==> src/rtl/core/ssa_pkg.sv <==
`default_nettype none

package ssa_pkg;

  localparam int DataW     = 24;
  localparam int CountW    = 11;
  localparam int SumW      = 34;
  localparam int SqW       = 57;
  localparam int SquareW   = 47;
  localparam int StatusW   = 2;
  localparam int StdW      = 29;
  localparam int SvW       = 2 * StdW;
  localparam int DivW      = 68;
  localparam int RemW      = 11;
  localparam int CntW      = 7;
  localparam int FifoDepth = 4;
  localparam int PtrW      = 2;

  localparam logic [StatusW-1:0] STATUS_OK      = 2'd0;
  localparam logic [StatusW-1:0] STATUS_EMPTY   = 2'd1;
  localparam logic [StatusW-1:0] STATUS_DROPPED = 2'd2;

  typedef enum logic [1:0] {
    OP_ACC,
    OP_ACC_LAST,
    OP_CLOSE
  } op_e;

  typedef struct packed {
    op_e                     op;
    logic signed [DataW-1:0] sample;
    logic [SquareW-1:0]      square;
  } item_t;

  typedef enum logic [3:0] {
    ST_ACC,
    ST_PREP,
    ST_MEAN,
    ST_SQUARE,
    ST_DIVSQ,
    ST_SSD,
    ST_DIVVAR,
    ST_SQRT,
    ST_OUT
  } state_e;

endpackage

`default_nettype wire

==> src/rtl/core/ssa_if.sv <==
`default_nettype none

interface ssa_in_if;
  logic                             valid;
  logic                             ready;
  logic signed [ssa_pkg::DataW-1:0] sample;
  logic                             sample_present;
  logic                             last;

  modport source(output valid, sample, sample_present, last, input ready);
  modport sink(input valid, sample, sample_present, last, output ready);
endinterface

interface ssa_out_if;
  logic                               valid;
  logic                               ready;
  logic [ssa_pkg::StatusW-1:0]        status;
  logic [ssa_pkg::CountW-1:0]         count;
  logic signed [ssa_pkg::DataW-1:0]   minimum;
  logic signed [ssa_pkg::DataW-1:0]   maximum;
  logic signed [ssa_pkg::DataW-1:0]   mean;
  logic [ssa_pkg::SqW-1:0]            sum_sq_dev;
  logic [ssa_pkg::SqW-1:0]            variance;
  logic [ssa_pkg::StdW-1:0]           std_dev;

  modport source(output valid, status, count, minimum, maximum, mean, sum_sq_dev,
                 variance, std_dev, input ready);
  modport sink(input valid, status, count, minimum, maximum, mean, sum_sq_dev,
               variance, std_dev, output ready);
endinterface

`default_nettype wire

==> src/rtl/core/sample_statistics_accumulator.sv <==
// a sample beat passes the registered input stage and the queue and is folded in on its pop
// a last beat starts up to three 68-step restoring divides, a 34-step shift-add square and
// a 29-step square root on one shared sequencer in the back end; empty sets skip them
// throughput: one sample beat per cycle between sets; the input side keeps filling the queue
// while the back end finishes a set and holds its result, until the queue is full
// reset: asynchronous active low, clears all accumulators, queue and control state
`default_nettype none

module sample_statistics_accumulator #(
  parameter int MAX_SAMPLES = 1024,
  parameter int SAMPLE_BITS = 24
) (
  input  wire logic clk_i,
  input  wire logic rst_ni,
  ssa_in_if.sink    in_i,
  ssa_out_if.source out_o
);

  logic           front_valid;
  ssa_pkg::item_t front_item;
  logic           front_ready;
  logic           q_valid;
  ssa_pkg::item_t q_item;
  logic           q_ready;

  ssa_front #(
    .SAMPLE_BITS(SAMPLE_BITS)
  ) u_front (
    .clk_i       (clk_i),
    .rst_ni      (rst_ni),
    .in_i        (in_i),
    .item_valid_o(front_valid),
    .item_o      (front_item),
    .item_ready_i(front_ready)
  );

  ssa_fifo u_fifo (
    .clk_i       (clk_i),
    .rst_ni      (rst_ni),
    .push_valid_i(front_valid),
    .push_item_i (front_item),
    .push_ready_o(front_ready),
    .pop_valid_o (q_valid),
    .pop_item_o  (q_item),
    .pop_ready_i (q_ready)
  );

  ssa_back #(
    .MAX_SAMPLES(MAX_SAMPLES)
  ) u_back (
    .clk_i       (clk_i),
    .rst_ni      (rst_ni),
    .item_valid_i(q_valid),
    .item_i      (q_item),
    .item_ready_o(q_ready),
    .out_o       (out_o)
  );

  a_count_bound: assert property (@(posedge clk_i) disable iff (!rst_ni)
    out_o.valid |-> out_o.count <= ssa_pkg::CountW'(MAX_SAMPLES))
    else $error("count above capacity");

  a_empty_status: assert property (@(posedge clk_i) disable iff (!rst_ni)
    out_o.valid |-> ((out_o.status == ssa_pkg::STATUS_EMPTY) == (out_o.count == '0)))
    else $error("empty status does not match count");

  a_var_le_ssd: assert property (@(posedge clk_i) disable iff (!rst_ni)
    out_o.valid |-> out_o.variance <= out_o.sum_sq_dev)
    else $error("variance above sum of squared deviations");

  a_min_le_max: assert property (@(posedge clk_i) disable iff (!rst_ni)
    out_o.valid && out_o.count != '0 |-> out_o.minimum <= out_o.maximum)
    else $error("minimum above maximum");

endmodule

`default_nettype wire

==> src/rtl/core/ssa_front.sv <==
`default_nettype none

module ssa_front #(
  parameter int SAMPLE_BITS = 24
) (
  input  wire logic           clk_i,
  input  wire logic           rst_ni,
  ssa_in_if.sink              in_i,
  output logic                item_valid_o,
  output ssa_pkg::item_t      item_o,
  input  wire logic           item_ready_i
);

  localparam int Pad = ssa_pkg::DataW - SAMPLE_BITS;

  logic signed [ssa_pkg::DataW-1:0]   shifted;
  logic signed [ssa_pkg::DataW-1:0]   sext;
  logic signed [2*ssa_pkg::DataW-1:0] sq_full;
  logic                               keep;
  ssa_pkg::item_t                     item_d;
  ssa_pkg::item_t                     item_q;
  logic                               valid_q;

  always_comb begin
    shifted = $signed(in_i.sample << Pad);
    sext    = shifted >>> Pad;
    sq_full = sext * sext;
    keep    = in_i.sample_present || in_i.last;
    item_d.sample = sext;
    item_d.square = sq_full[ssa_pkg::SquareW-1:0];
    if (in_i.sample_present && in_i.last) begin
      item_d.op = ssa_pkg::OP_ACC_LAST;
    end else if (in_i.sample_present) begin
      item_d.op = ssa_pkg::OP_ACC;
    end else begin
      item_d.op = ssa_pkg::OP_CLOSE;
    end
  end

  assign in_i.ready   = !valid_q || item_ready_i;
  assign item_valid_o = valid_q;
  assign item_o       = item_q;

  always_ff @(posedge clk_i or negedge rst_ni) begin
    if (!rst_ni) begin
      valid_q <= 1'b0;
    end else if (in_i.ready) begin
      valid_q <= in_i.valid && keep;
    end
  end

  always_ff @(posedge clk_i) begin
    if (in_i.ready && in_i.valid) begin
      item_q <= item_d;
    end
  end

endmodule

`default_nettype wire

==> src/rtl/core/ssa_fifo.sv <==
`default_nettype none

module ssa_fifo (
  input  wire logic           clk_i,
  input  wire logic           rst_ni,
  input  wire logic           push_valid_i,
  input  wire ssa_pkg::item_t push_item_i,
  output logic                push_ready_o,
  output logic                pop_valid_o,
  output ssa_pkg::item_t      pop_item_o,
  input  wire logic           pop_ready_i
);

  ssa_pkg::item_t              mem_q [ssa_pkg::FifoDepth];
  logic [ssa_pkg::PtrW-1:0]    wr_q;
  logic [ssa_pkg::PtrW-1:0]    rd_q;
  logic [ssa_pkg::PtrW:0]      fill_q;
  logic                        push;
  logic                        pop;

  assign push_ready_o = fill_q < (ssa_pkg::PtrW+1)'(ssa_pkg::FifoDepth);
  assign pop_valid_o  = fill_q != '0;
  assign pop_item_o   = mem_q[rd_q];
  assign push         = push_valid_i && push_ready_o;
  assign pop          = pop_valid_o && pop_ready_i;

  always_ff @(posedge clk_i or negedge rst_ni) begin
    if (!rst_ni) begin
      wr_q   <= '0;
      rd_q   <= '0;
      fill_q <= '0;
    end else begin
      if (push) begin
        wr_q <= wr_q + 1'b1;
      end
      if (pop) begin
        rd_q <= rd_q + 1'b1;
      end
      if (push && !pop) begin
        fill_q <= fill_q + 1'b1;
      end else if (pop && !push) begin
        fill_q <= fill_q - 1'b1;
      end
    end
  end

  always_ff @(posedge clk_i) begin
    if (push) begin
      mem_q[wr_q] <= push_item_i;
    end
  end

endmodule

`default_nettype wire

==> src/rtl/core/ssa_back.sv <==
`default_nettype none

module ssa_back #(
  parameter int MAX_SAMPLES = 1024
) (
  input  wire logic           clk_i,
  input  wire logic           rst_ni,
  input  wire logic           item_valid_i,
  input  wire ssa_pkg::item_t item_i,
  output logic                item_ready_o,
  ssa_out_if.source           out_o
);

  localparam int DataW   = ssa_pkg::DataW;
  localparam int CountW  = ssa_pkg::CountW;
  localparam int SumW    = ssa_pkg::SumW;
  localparam int SqW     = ssa_pkg::SqW;
  localparam int StdW    = ssa_pkg::StdW;
  localparam int SvW     = ssa_pkg::SvW;
  localparam int DivW    = ssa_pkg::DivW;
  localparam int RemW    = ssa_pkg::RemW;
  localparam int CntW    = ssa_pkg::CntW;

  ssa_pkg::state_e state_q, state_d;

  logic [CountW-1:0]       count_q;
  logic signed [SumW-1:0]  sum_q;
  logic [SqW-1:0]          sumsq_q;
  logic signed [DataW-1:0] min_q;
  logic signed [DataW-1:0] max_q;
  logic                    ovf_q;

  logic [DivW-1:0]  num_q;
  logic [RemW-1:0]  rem_q;
  logic [RemW-1:0]  div_q;
  logic [CntW-1:0]  cnt_q;
  logic [DivW-1:0]  prod_q;
  logic [DivW-1:0]  mcand_q;
  logic [SumW-1:0]  mplier_q;
  logic [DataW-1:0] mean_q;
  logic [SqW-1:0]   ssd_q;
  logic [SqW-1:0]   var_q;
  logic [SvW-1:0]   sv_q;
  logic [StdW-1:0]  root_q;
  logic [StdW+1:0]  srem_q;

  logic             pop;
  logic             has_room;
  logic [SumW-1:0]  abs_sum;
  logic [RemW:0]    dv_r;
  logic             dv_ge;
  logic [RemW-1:0]  rem_n;
  logic [DivW-1:0]  quo_n;
  logic [DataW-1:0] qa;
  logic [DivW-1:0]  prod_n;
  logic [DivW-1:0]  sub_full;
  logic [DivW-1:0]  sq_ext;
  logic [SqW-1:0]   ssd_d;
  logic [StdW+3:0]  sr_t;
  logic [StdW+3:0]  sr_trial;
  logic             sr_ge;
  logic             div_last;
  logic             mul_last;
  logic             rt_last;

  assign has_room = count_q < CountW'(MAX_SAMPLES);
  assign abs_sum  = sum_q[SumW-1] ? SumW'(-sum_q) : SumW'(sum_q);
  assign div_last = cnt_q == CntW'(DivW - 1);
  assign mul_last = cnt_q == CntW'(SumW - 1);
  assign rt_last  = cnt_q == CntW'(StdW - 1);

  // restoring divide step
  always_comb begin
    dv_r  = {rem_q, num_q[DivW-1]};
    dv_ge = dv_r >= {1'b0, div_q};
    rem_n = dv_ge ? RemW'(dv_r - {1'b0, div_q}) : dv_r[RemW-1:0];
    quo_n = {num_q[DivW-2:0], dv_ge};
    qa    = quo_n[DataW-1:0];
  end

  // shift-add multiply step and ssd
  always_comb begin
    prod_n   = prod_q + (mplier_q[0] ? mcand_q : '0);
    sub_full = num_q + DivW'(rem_q != '0);
    sq_ext   = {{(DivW-SqW){1'b0}}, sumsq_q};
    ssd_d    = (sq_ext >= sub_full) ? SqW'(sq_ext - sub_full) : '0;
  end

  // square root digit step
  always_comb begin
    sr_t     = {srem_q, sv_q[SvW-1 -: 2]};
    sr_trial = {2'b00, root_q, 2'b01};
    sr_ge    = sr_t >= sr_trial;
  end

  always_comb begin
    state_d = state_q;
    unique case (state_q)
      ssa_pkg::ST_ACC: begin
        if (pop && item_i.op != ssa_pkg::OP_ACC) begin
          state_d = ssa_pkg::ST_PREP;
        end
      end
      ssa_pkg::ST_PREP:   state_d = (count_q == '0) ? ssa_pkg::ST_OUT : ssa_pkg::ST_MEAN;
      ssa_pkg::ST_MEAN:   if (div_last) state_d = ssa_pkg::ST_SQUARE;
      ssa_pkg::ST_SQUARE: if (mul_last) state_d = ssa_pkg::ST_DIVSQ;
      ssa_pkg::ST_DIVSQ:  if (div_last) state_d = ssa_pkg::ST_SSD;
      ssa_pkg::ST_SSD: begin
        state_d = (count_q > CountW'(1)) ? ssa_pkg::ST_DIVVAR : ssa_pkg::ST_SQRT;
      end
      ssa_pkg::ST_DIVVAR: if (div_last) state_d = ssa_pkg::ST_SQRT;
      ssa_pkg::ST_SQRT:   if (rt_last) state_d = ssa_pkg::ST_OUT;
      ssa_pkg::ST_OUT:    if (out_o.ready) state_d = ssa_pkg::ST_ACC;
      default:            state_d = ssa_pkg::ST_ACC;
    endcase
  end

  always_comb begin
    item_ready_o = 1'b0;
    out_o.valid  = 1'b0;
    unique case (state_q)
      ssa_pkg::ST_ACC: item_ready_o = 1'b1;
      ssa_pkg::ST_OUT: out_o.valid  = 1'b1;
      default: begin
        item_ready_o = 1'b0;
        out_o.valid  = 1'b0;
      end
    endcase
  end

  assign pop = item_valid_i && item_ready_o;

  always_ff @(posedge clk_i or negedge rst_ni) begin
    if (!rst_ni) begin
      state_q <= ssa_pkg::ST_ACC;
      count_q <= '0;
      sum_q   <= '0;
      sumsq_q <= '0;
      min_q   <= '0;
      max_q   <= '0;
      ovf_q   <= 1'b0;
      cnt_q   <= '0;
    end else begin
      state_q <= state_d;
      if (pop && item_i.op != ssa_pkg::OP_CLOSE) begin
        if (has_room) begin
          if (count_q == '0 || item_i.sample < min_q) begin
            min_q <= item_i.sample;
          end
          if (count_q == '0 || item_i.sample > max_q) begin
            max_q <= item_i.sample;
          end
          sum_q   <= sum_q + {{(SumW-DataW){item_i.sample[DataW-1]}}, item_i.sample};
          sumsq_q <= sumsq_q + {{(SqW-ssa_pkg::SquareW){1'b0}}, item_i.square};
          count_q <= count_q + 1'b1;
        end else begin
          ovf_q <= 1'b1;
        end
      end
      if (state_q == ssa_pkg::ST_OUT && out_o.ready) begin
        count_q <= '0;
        sum_q   <= '0;
        sumsq_q <= '0;
        min_q   <= '0;
        max_q   <= '0;
        ovf_q   <= 1'b0;
      end
      priority case (state_q)
        ssa_pkg::ST_PREP, ssa_pkg::ST_SSD, ssa_pkg::ST_OUT: cnt_q <= '0;
        ssa_pkg::ST_MEAN, ssa_pkg::ST_DIVSQ, ssa_pkg::ST_DIVVAR: begin
          cnt_q <= div_last ? '0 : cnt_q + 1'b1;
        end
        ssa_pkg::ST_SQUARE: cnt_q <= mul_last ? '0 : cnt_q + 1'b1;
        ssa_pkg::ST_SQRT:   cnt_q <= rt_last ? '0 : cnt_q + 1'b1;
        default:            cnt_q <= cnt_q;
      endcase
    end
  end

  always_ff @(posedge clk_i) begin
    unique case (state_q)
      ssa_pkg::ST_PREP: begin
        num_q  <= {{(DivW-SumW){1'b0}}, abs_sum};
        rem_q  <= '0;
        div_q  <= count_q;
        mean_q <= '0;
        ssd_q  <= '0;
        var_q  <= '0;
        root_q <= '0;
      end
      ssa_pkg::ST_MEAN: begin
        num_q <= quo_n;
        rem_q <= rem_n;
        if (div_last) begin
          mean_q   <= sum_q[SumW-1] ? DataW'(-qa) : qa;
          prod_q   <= '0;
          mcand_q  <= {{(DivW-SumW){1'b0}}, abs_sum};
          mplier_q <= abs_sum;
        end
      end
      ssa_pkg::ST_SQUARE: begin
        prod_q   <= prod_n;
        mcand_q  <= {mcand_q[DivW-2:0], 1'b0};
        mplier_q <= {1'b0, mplier_q[SumW-1:1]};
        if (mul_last) begin
          num_q <= prod_n;
          rem_q <= '0;
        end
      end
      ssa_pkg::ST_DIVSQ: begin
        num_q <= quo_n;
        rem_q <= rem_n;
      end
      ssa_pkg::ST_SSD: begin
        ssd_q  <= ssd_d;
        num_q  <= {{(DivW-SqW){1'b0}}, ssd_d};
        rem_q  <= '0;
        div_q  <= count_q - 1'b1;
        var_q  <= '0;
        sv_q   <= '0;
        root_q <= '0;
        srem_q <= '0;
      end
      ssa_pkg::ST_DIVVAR: begin
        num_q <= quo_n;
        rem_q <= rem_n;
        if (div_last) begin
          var_q  <= quo_n[SqW-1:0];
          sv_q   <= {{(SvW-SqW){1'b0}}, quo_n[SqW-1:0]};
          root_q <= '0;
          srem_q <= '0;
        end
      end
      ssa_pkg::ST_SQRT: begin
        srem_q <= sr_ge ? (StdW+2)'(sr_t - sr_trial) : sr_t[StdW+1:0];
        root_q <= {root_q[StdW-2:0], sr_ge};
        sv_q   <= {sv_q[SvW-3:0], 2'b00};
      end
      default: begin
        num_q <= num_q;
      end
    endcase
  end

  always_comb begin
    if (count_q == '0) begin
      out_o.status = ssa_pkg::STATUS_EMPTY;
    end else if (ovf_q) begin
      out_o.status = ssa_pkg::STATUS_DROPPED;
    end else begin
      out_o.status = ssa_pkg::STATUS_OK;
    end
  end

  assign out_o.count      = count_q;
  assign out_o.minimum    = min_q;
  assign out_o.maximum    = max_q;
  assign out_o.mean       = $signed(mean_q);
  assign out_o.sum_sq_dev = ssd_q;
  assign out_o.variance   = var_q;
  assign out_o.std_dev    = root_q;

endmodule

`default_nettype wire

==> src/flat_wrapper.sv <==
// flat-port wrapper written by rule: the top's interface ports become plain ports
module sample_statistics_accumulator_flat 
#(
  parameter int MAX_SAMPLES = 1024,
  parameter int SAMPLE_BITS = 24
)
  (clk_i, rst_ni, in_i_valid, in_i_sample, in_i_sample_present, in_i_last, in_i_ready, out_o_valid, out_o_status, out_o_count, out_o_minimum, out_o_maximum, out_o_mean, out_o_sum_sq_dev, out_o_variance, out_o_std_dev, out_o_ready);
  ssa_in_if in_i_i ();
  ssa_out_if out_o_i ();
  input  wire logic clk_i;
  input  wire logic rst_ni;
  input wire logic [$bits(in_i_i.valid)-1:0] in_i_valid;
  input wire logic [$bits(in_i_i.sample)-1:0] in_i_sample;
  input wire logic [$bits(in_i_i.sample_present)-1:0] in_i_sample_present;
  input wire logic [$bits(in_i_i.last)-1:0] in_i_last;
  output wire logic [$bits(in_i_i.ready)-1:0] in_i_ready;
  output wire logic [$bits(out_o_i.valid)-1:0] out_o_valid;
  output wire logic [$bits(out_o_i.status)-1:0] out_o_status;
  output wire logic [$bits(out_o_i.count)-1:0] out_o_count;
  output wire logic [$bits(out_o_i.minimum)-1:0] out_o_minimum;
  output wire logic [$bits(out_o_i.maximum)-1:0] out_o_maximum;
  output wire logic [$bits(out_o_i.mean)-1:0] out_o_mean;
  output wire logic [$bits(out_o_i.sum_sq_dev)-1:0] out_o_sum_sq_dev;
  output wire logic [$bits(out_o_i.variance)-1:0] out_o_variance;
  output wire logic [$bits(out_o_i.std_dev)-1:0] out_o_std_dev;
  input wire logic [$bits(out_o_i.ready)-1:0] out_o_ready;
  assign in_i_i.valid = in_i_valid;
  assign in_i_i.sample = in_i_sample;
  assign in_i_i.sample_present = in_i_sample_present;
  assign in_i_i.last = in_i_last;
  assign in_i_ready = in_i_i.ready;
  assign out_o_valid = out_o_i.valid;
  assign out_o_status = out_o_i.status;
  assign out_o_count = out_o_i.count;
  assign out_o_minimum = out_o_i.minimum;
  assign out_o_maximum = out_o_i.maximum;
  assign out_o_mean = out_o_i.mean;
  assign out_o_sum_sq_dev = out_o_i.sum_sq_dev;
  assign out_o_variance = out_o_i.variance;
  assign out_o_std_dev = out_o_i.std_dev;
  assign out_o_i.ready = out_o_ready;
  sample_statistics_accumulator #(.MAX_SAMPLES(MAX_SAMPLES), .SAMPLE_BITS(SAMPLE_BITS)) u_core (.clk_i(clk_i), .rst_ni(rst_ni), .in_i(in_i_i), .out_o(out_o_i));
endmodule
==> config.mk <==
export PLATFORM = sky130hd
export DESIGN_NAME = sample_statistics_accumulator_flat
export DESIGN_NICKNAME = d
export VERILOG_FILES = /design/src/rtl/core/ssa_pkg.sv /design/src/rtl/core/ssa_if.sv /design/src/rtl/core/sample_statistics_accumulator.sv /design/src/rtl/core/ssa_front.sv /design/src/rtl/core/ssa_fifo.sv /design/src/rtl/core/ssa_back.sv /design/src/flat_wrapper.sv
export SDC_FILE = /design/constraint.sdc
export NUM_CORES = 2
export LEC_CHECK = 0
export ABC_AREA = 0
export BUFFER_PORTS_ARGS = -buffer_cell sky130_fd_sc_hd__buf_2
export CAP_MARGIN = 30
export CORE_MARGIN = 2
export CORE_UTILIZATION = 35
export DETAILED_ROUTE_END_ITERATION = 6
export PLACE_DENSITY = 0.48
export SYNTH_ARGS = -nofsm -noshare
export SYNTH_HDL_FRONTEND = slang
export SYNTH_SLANG_ARGS = --single-unit
==> constraint.sdc <==
create_clock -name clk_i -period 29.4 [get_ports clk_i]
set_input_delay 2.94 -clock clk_i [delete_from_list [all_inputs] [get_ports clk_i]]
set_output_delay 2.94 -clock clk_i [all_outputs]
set_load 0.01 [all_outputs]
# After elaboration in Yosys (flattened, before gate mapping)
# Memories as Yosys holds them, arrays and structs flattened.
# Cells that the tools add are included.
[word_totals]
register_bits = 759
latchBits = 0
mem_bits_rw = 292
rom_bits = 0
out_inout_bits = 230
wordCells = 195
n_memories = 1
[mem_list]
columns = ["memory", "depth", "width", "rd", "rd_clocked_by_memory_dff", "wr", "line_no", "source"]
rows = [
  ["u_core.u_fifo.mem_q", 4, 73, 1, 0, 1, "ssa_fifo.sv:14", "ssa_pkg::item_t mem_q [ssa_pkg::FifoDepth];"],
]
[op_classes]
add_sub_neg = 16
multipliers = 1
n_div = 0
n_lt_le_gt_ge = 8
n_eq_ne = 20
shift = 0
muxes = 71
bitwise = 0
reduce_logical = 51
[op_table]
columns = ["op", "n"]
rows = [
  ["$mux W57", 5],
  ["$mux W68", 4],
  ["$pmux W68 S2", 2],
  ["$pmux W68 S4", 1],
  ["$mux W24", 10],
  ["$pmux W57 S2", 2],
  ["$pmux W58 S3", 1],
  ["$mux W34", 5],
  ["$pmux W31 S3", 1],
  ["$pmux W29 S3", 1],
  ["$add A68 B1 Y68", 1],
  ["$add A68 B68 Y68", 1],
  ["$ge A57 B68 Y1", 1],
  ["$pmux W34 S2", 1],
  ["$mux W31", 2],
  ["$mux W58", 1],
  ["$add A57 B47 Y57", 1],
  ["$sub A57 B57 Y57", 1],
  ["$mux W11", 5],
  ["$pmux W24 S2", 1],
  ["$mul A24 B24 Y47", 1],
  ["$pmux W4 S9", 1],
  ["$add A34 B34 Y34", 1],
  ["$neg A34 Y34", 1],
  ["other kinds (48)", 116],
]

# Longest topological paths before layout
# An unclocked memory read counts as a cell.
[logic_depth]
depth_word = 7
mapped_depth = 29
ltp_nobuf = 28

# Modules after synthesis
# Synthesis repeated with hierarchy kept, for this count alone.
[unflattened]
cells_unflattened = 6988
area_unflattened_um2 = 75996.6
[by_module_without_submodules]
columns = ["module", "instances", "cells_per_inst", "area_per_inst_um2", "seq_area_each_um2"]
rows = [
  ["ssa_back", 1, 4466, 43883.3, 19548.7],
  ["ssa_front", 1, 2105, 21180.3, 2157.1],
  ["ssa_fifo", 1, 417, 10933.0, 8943.6],
]

# Worst setup path after synthesis
# Ideal clock, no wire load.
[synth_path]
path_type = "reg2reg"
startpoint = "register u_core.u_back.state_q[1]"
endpoint = "register u_core.u_back.mcand_q[0], enable pin"
arrival_ns = 13.180
t_required_ns = 28.465
slack_ns = 15.285
path_stages_with_launch = 6
n_path_buf = 2
period_less_slack_ns = 14.115
path_cell_list = "dfrtp_1 clkbuf_1 nor2b_1 clkbuf_1 nand2_1 o21ai_0"
[synth_via]
elab_chain_cells = 3
word_cells_on_any_way = 5
[synth_lines]
columns = ["item", "line_no", "source"]
rows = [
  ["from (decl)", "ssa_back.sv:24", "ssa_pkg::state_e state_q, state_d;"],
  ["from (signal assigned)", "ssa_back.sv:135", "state_q <= ssa_pkg::ST_ACC;"],
  ["from (signal assigned)", "ssa_back.sv:144", "state_q <= state_d;"],
  ["$eq A4 B2 Y1", "ssa_back.sv:181", "unique case (state_q)"],
  ["$ne A2 B2 Y1 (no source line) / $reduce_bool A2 Y1 (equally long branches)", "--", ""],
  ["$reduce_and A2 Y1 (no source line) (*)", "--", ""],
  ["to (signal assigned)", "ssa_back.sv:197", "mcand_q <= {{(DivW-SumW){1'b0}}, abs_sum};"],
  ["to (signal assigned)", "ssa_back.sv:203", "mcand_q <= {mcand_q[DivW-2:0], 1'b0};"],
  ["to (decl)", "ssa_back.sv:38", "logic [DivW-1:0] mcand_q;"],
]
# Mark *: on every way between the ends. The rest lies on a longest branch, timed or not.
# A chain may end at the register's enable or synchronous reset.

==> results.md <==
Finish:
- The share of cells above drive strength 1 is 9.30%.
- In the final design database the tool counted 8,228 nets.
- The finished layout holds 10.1k standard cells, fillers aside.
- From synthesis to final layout, the design area changed by 10.6%.
- Once layout is done, the placed cells without fillers occupy 0.0840 mm2.

CTS:
- Counting the buffers created by CTS gives 119.
- The clock transition at the registers of the reported paths is 0.06 ns.
- In this run the deepest clock path goes through 3 buffers.
- Post-CTS repair changed the size of 0 cells.
- Buffers inserted to repair hold after CTS numbered 0.
- The library cell used as clock root buffer is clkbuf_16.
- Clock tree synthesis found a total of 1,041 sinks.
- TritonCTS built the clock tree.
- The later-pin clock latency in the skew report is 0.77 ns.
- In this run the post-CTS setup repair buffer count came out at 0.
- The count of H-tree levels built during CTS is 3.

Synthesis:
- The flip-flop and latch count after synthesis is 1,041.
- For this run, the number of Yosys warnings is 0.
- Each instance of the synthesized netlist takes up on average 10.8 um2.
- Counting every net in the synthesized netlist gives 8,097.
- Sorting the synthesized cells by area gives the leading types as edfxtp_1 34%, fa_1 15%, ha_1 7.4%.
- After technology mapping, the gate count stands at 7,054.
- The area of the mapped netlist is 0.0759 mm2.
- Counting flops with a built-in enable in the synthesized netlist gives 871.
- Of all flip-flops after synthesis, the portion carrying an async set or reset was 16.3%.
- Summing the sequential cell areas from Yosys gives 40.0% of the chip area.
- The post-synthesis cell type with the largest combined area is edfxtp_1.
- The most used flip-flop cell after synthesis is edfxtp_1.
- The share of Yosys cell area claimed by the top area cell type is 34.4%.
- The synthesized netlist contains 87 unique library cells.

Outcome:
- The flow ran to the end, and the final reports show no timing, DRC or antenna violations.

Worst setup path:
- At the worst endpoint, the arrival time is 10.74 ns.
- The endpoint class of the critical path is a flop.
- The maximum fanout count along the critical path is 48.
- The worst path required time is 29.90 ns.
- STA classifies the critical path startpoint as a primary input.
- The critical setup path kind is primary input to flop.

Timing:
- For the final database, setup skew stands at 0.0604 ns.
- At the pin with the least slew margin, the transition time is 1.05 ns.
- Timing would allow up to 0.0976 GHz.
- The hold violation count in the final report was 0.
- The final setup slack of the worst path is 19.16 ns.
- Headroom to the max-slew limit came out at 29.6%.
- The setup-violating endpoint count in the final report is 0.
- Dividing the final minimum period by the clock period gives 34.8%.
- The number of slew-limit violations in the final report is 0.
- Setup repair after global routing left no endpoint under its margin.
- The time the worst path needs with I/O delays and setup is 10.24 ns.
- The final total negative setup slack is 0 ns.

Die:
- The core box area is 0.215 mm2.
- The floorplan has 170 rows.
- For this configuration, the core starts out at a cell density of 35.3%.
- The die covers 0.221 mm2.
- The die is 470 um tall.
- The die is 470 um wide.
- In this run the count of I/O pins placed on the die edge is 260.

Global routing:
- The number of global-route vias before repair is 53.3k.
- The global-route total usage across every layer is 20.5%.
- The first global-routing pass estimated 346,000 um of wire.
- The number of antenna violations at the first check in global routing is 17.
- The largest net degree at the start of global routing is 107.
- The overall overflow remaining after global route is 0.

Detailed routing:
- The count of nets left with antenna violations once routing finished came out at 0.
- For this run, design rule violations remaining after detail routing come to 0.
- In the final routed layout, each cell accounts on average for 22.6 um.
- The first-pass iteration count of the detailed router is 5.
- The detailed router finished its first iteration with 3,697 violations.
- The via count of the routed design is 52.7k.
- The total wire length after detailed routing is 229,000 um.
- Dividing the detail-routed via count by the number of cells gives 5.20.

Placed design:
- The number of buffers added on ports is 259.
- The congestion estimate from routability-driven global placement came to 0.917.
- In this run, placement finished with an instance count of 9,901.
- Timing analysis after detailed placement gives a worst setup slack of 18.29 ns.
- Once placement finished, the instance area stood at 0.0801 mm2.
- The detailed placer's ending HPWL is 176,000 um.

Min path:
- The path class of the lowest-slack min-delay path is flop to flop.

Job:
- Across the run, the number of max-cap violations was 0.
[per-layer routing]
metal	up-vias	track usage [%]	part of all wire, %
li1	24700	-	-
met5	-	0	0.0031
met3	247	2.46	4.7
met1	26400	28.8	46
met4	2	5.24	2.5
met2	1297	33.5	47
[kinds of logic (layout without fill, tap and decap cells)]
logic type	Yosys count	count (layout)	synth area share (%)
AOI/OAI and AO/OA	1391	1391	11.7
xor gates and xnor gates	412	412	4.75
adders and majority gates	1013	1013	22.2
buffers and inverters	1200	1434	6.07
DFF	1041	1041	40.0
muxes	104	104	2.58
other	0	6	0
and+or+nand+nor	1893	1893	12.6
[path summary, 6_finish.rpt]
check	from	endpoint	slack, ns	cells after the start
hold reg to reg	u_core.u_front.item_o[23]	u_core.u_fifo.mem_q[1][23]	0.48	0
min in group asynchronous	rst_ni	u_core.u_back.out_o.count[3]	2.18	1
setup reg to reg	u_core.u_back.rem_q[4]	u_core.u_back.out_o.sum_sq_dev[7]	21.06	23
max in group asynchronous	rst_ni	u_core.u_back.sumsq_q[14]	25.16	3
hold / removal	u_core.u_front.item_o[23]	u_core.u_fifo.mem_q[1][23]	0.48	0
setup / recovery	in_i_sample[23]	u_core.u_front.item_o[45]	19.16	23
[cells in the mapped netlist, types with 39 or more instances]
cell / n
inv_1: 895
edfxtp_1: 871
fa_1: 561
nand2_1: 514
ha_1: 452
nor2_1: 376
a21oi_1: 342
o21ai_0: 340
clkbuf_1: 251
and2_1: 245
a21o_1: 228
xnor2_1: 217
nand3_1: 205
xor2_1: 195
dfrtp_1: 170
and3_1: 116
o21a_1: 100
nand4_1: 80
mux4_2: 71
nor2b_1: 71
nand2b_1: 63
nor3_1: 58
a31oi_1: 57
or3_1: 49
o31ai_1: 47
o21bai_1: 40
a211oi_1: 39
[metrics by stage]
step	utilization (%)	hold WS [ns]
3_5_place_dp	37.3	0.485
6_report	39.1	0.482
4_1_cts	39.0	0.496
5_1_grt	39.0	0.519
2_1_floorplan	-	0.454
3_3_place_gp	37.2	0.473
[critical path: stages]
cell	delay, ns
buf_2	0.69
nand2_1	0.24
inv_1	0.17
fa_1	0.58
fa_1	0.92
inv_1	0.12
fa_1	0.76
inv_1	0.30
fa_1	0.61
fa_1	0.45
fa_1	0.54
inv_1	0.05
fa_1	0.53
inv_1	0.04
ha_1	0.36
a21o_1	0.18
a21o_1	0.17
a21oi_1	0.14
o21ai_0	0.19
a21o_1	0.23
a21oi_1	0.23
o31ai_1	0.12
xor2_1	0.14
[placed cells by master, fill, tap and decap left out, types with 100 or more instances in the layout]
cell and instances:
nand2_1 512, nand3_1 203, and3_1 115, o21a_1 100, xnor2_1 217, edfxtp_1 871, fa_1 561, a21o_1 228
nor2_1 373, buf_2 258, a21oi_1 342, clkbuf_16 120, and2_1 240, inv_1 894, o21ai_0 339, ha_1 452
dfrtp_1 167, xor2_1 195
[final cells by class]
cell class                 instances  area (um2)
fill                           21100      131000
multi-input combinational       4813       41000
sequential                      1041       30400
tap                             2838        3550
inverter                         895        3360
clock buffer                     141        3080
timing repair buffer             315        1770
clock inverter                    83         737
antenna                            6        15.0
[sequential cells by signal (all words and copies together) (netlist names), 2 cells and up]
| name | cells |
|---|---|
| u_core.u_back.out_o.mean | 24 |
| u_core.u_back.out_o.minimum | 24 |
| u_core.u_fifo.fill_q | 3 |
| u_core.u_back.mplier_q | 34 |
| u_core.u_back.div_q | 11 |
| u_core.u_back.state_q | 4 |
| u_core.u_back.out_o.count | 11 |
| u_core.u_fifo.rd_q | 2 |
| u_core.u_back.out_o.std_dev | 29 |
| u_core.u_back.sumsq_q | 57 |
| u_core.u_fifo.mem_q | 284 |
| u_core.u_back.rem_q | 11 |
| u_core.u_back.out_o.variance | 57 |
| u_core.u_front.item_o | 71 |
| u_core.u_back.out_o.sum_sq_dev | 57 |
| u_core.u_back.sv_q | 58 |
| u_core.u_back.num_q | 68 |
| u_core.u_back.cnt_q | 7 |
| u_core.u_back.srem_q | 31 |
| u_core.u_back.sum_q | 34 |
| u_core.u_back.mcand_q | 68 |
| u_core.u_fifo.wr_q | 2 |
| u_core.u_back.out_o.maximum | 24 |
| u_core.u_back.prod_q | 68 |
Power is not shown: default switching activity piles up to over one toggle a cycle in this logic, so the estimate is an artifact.
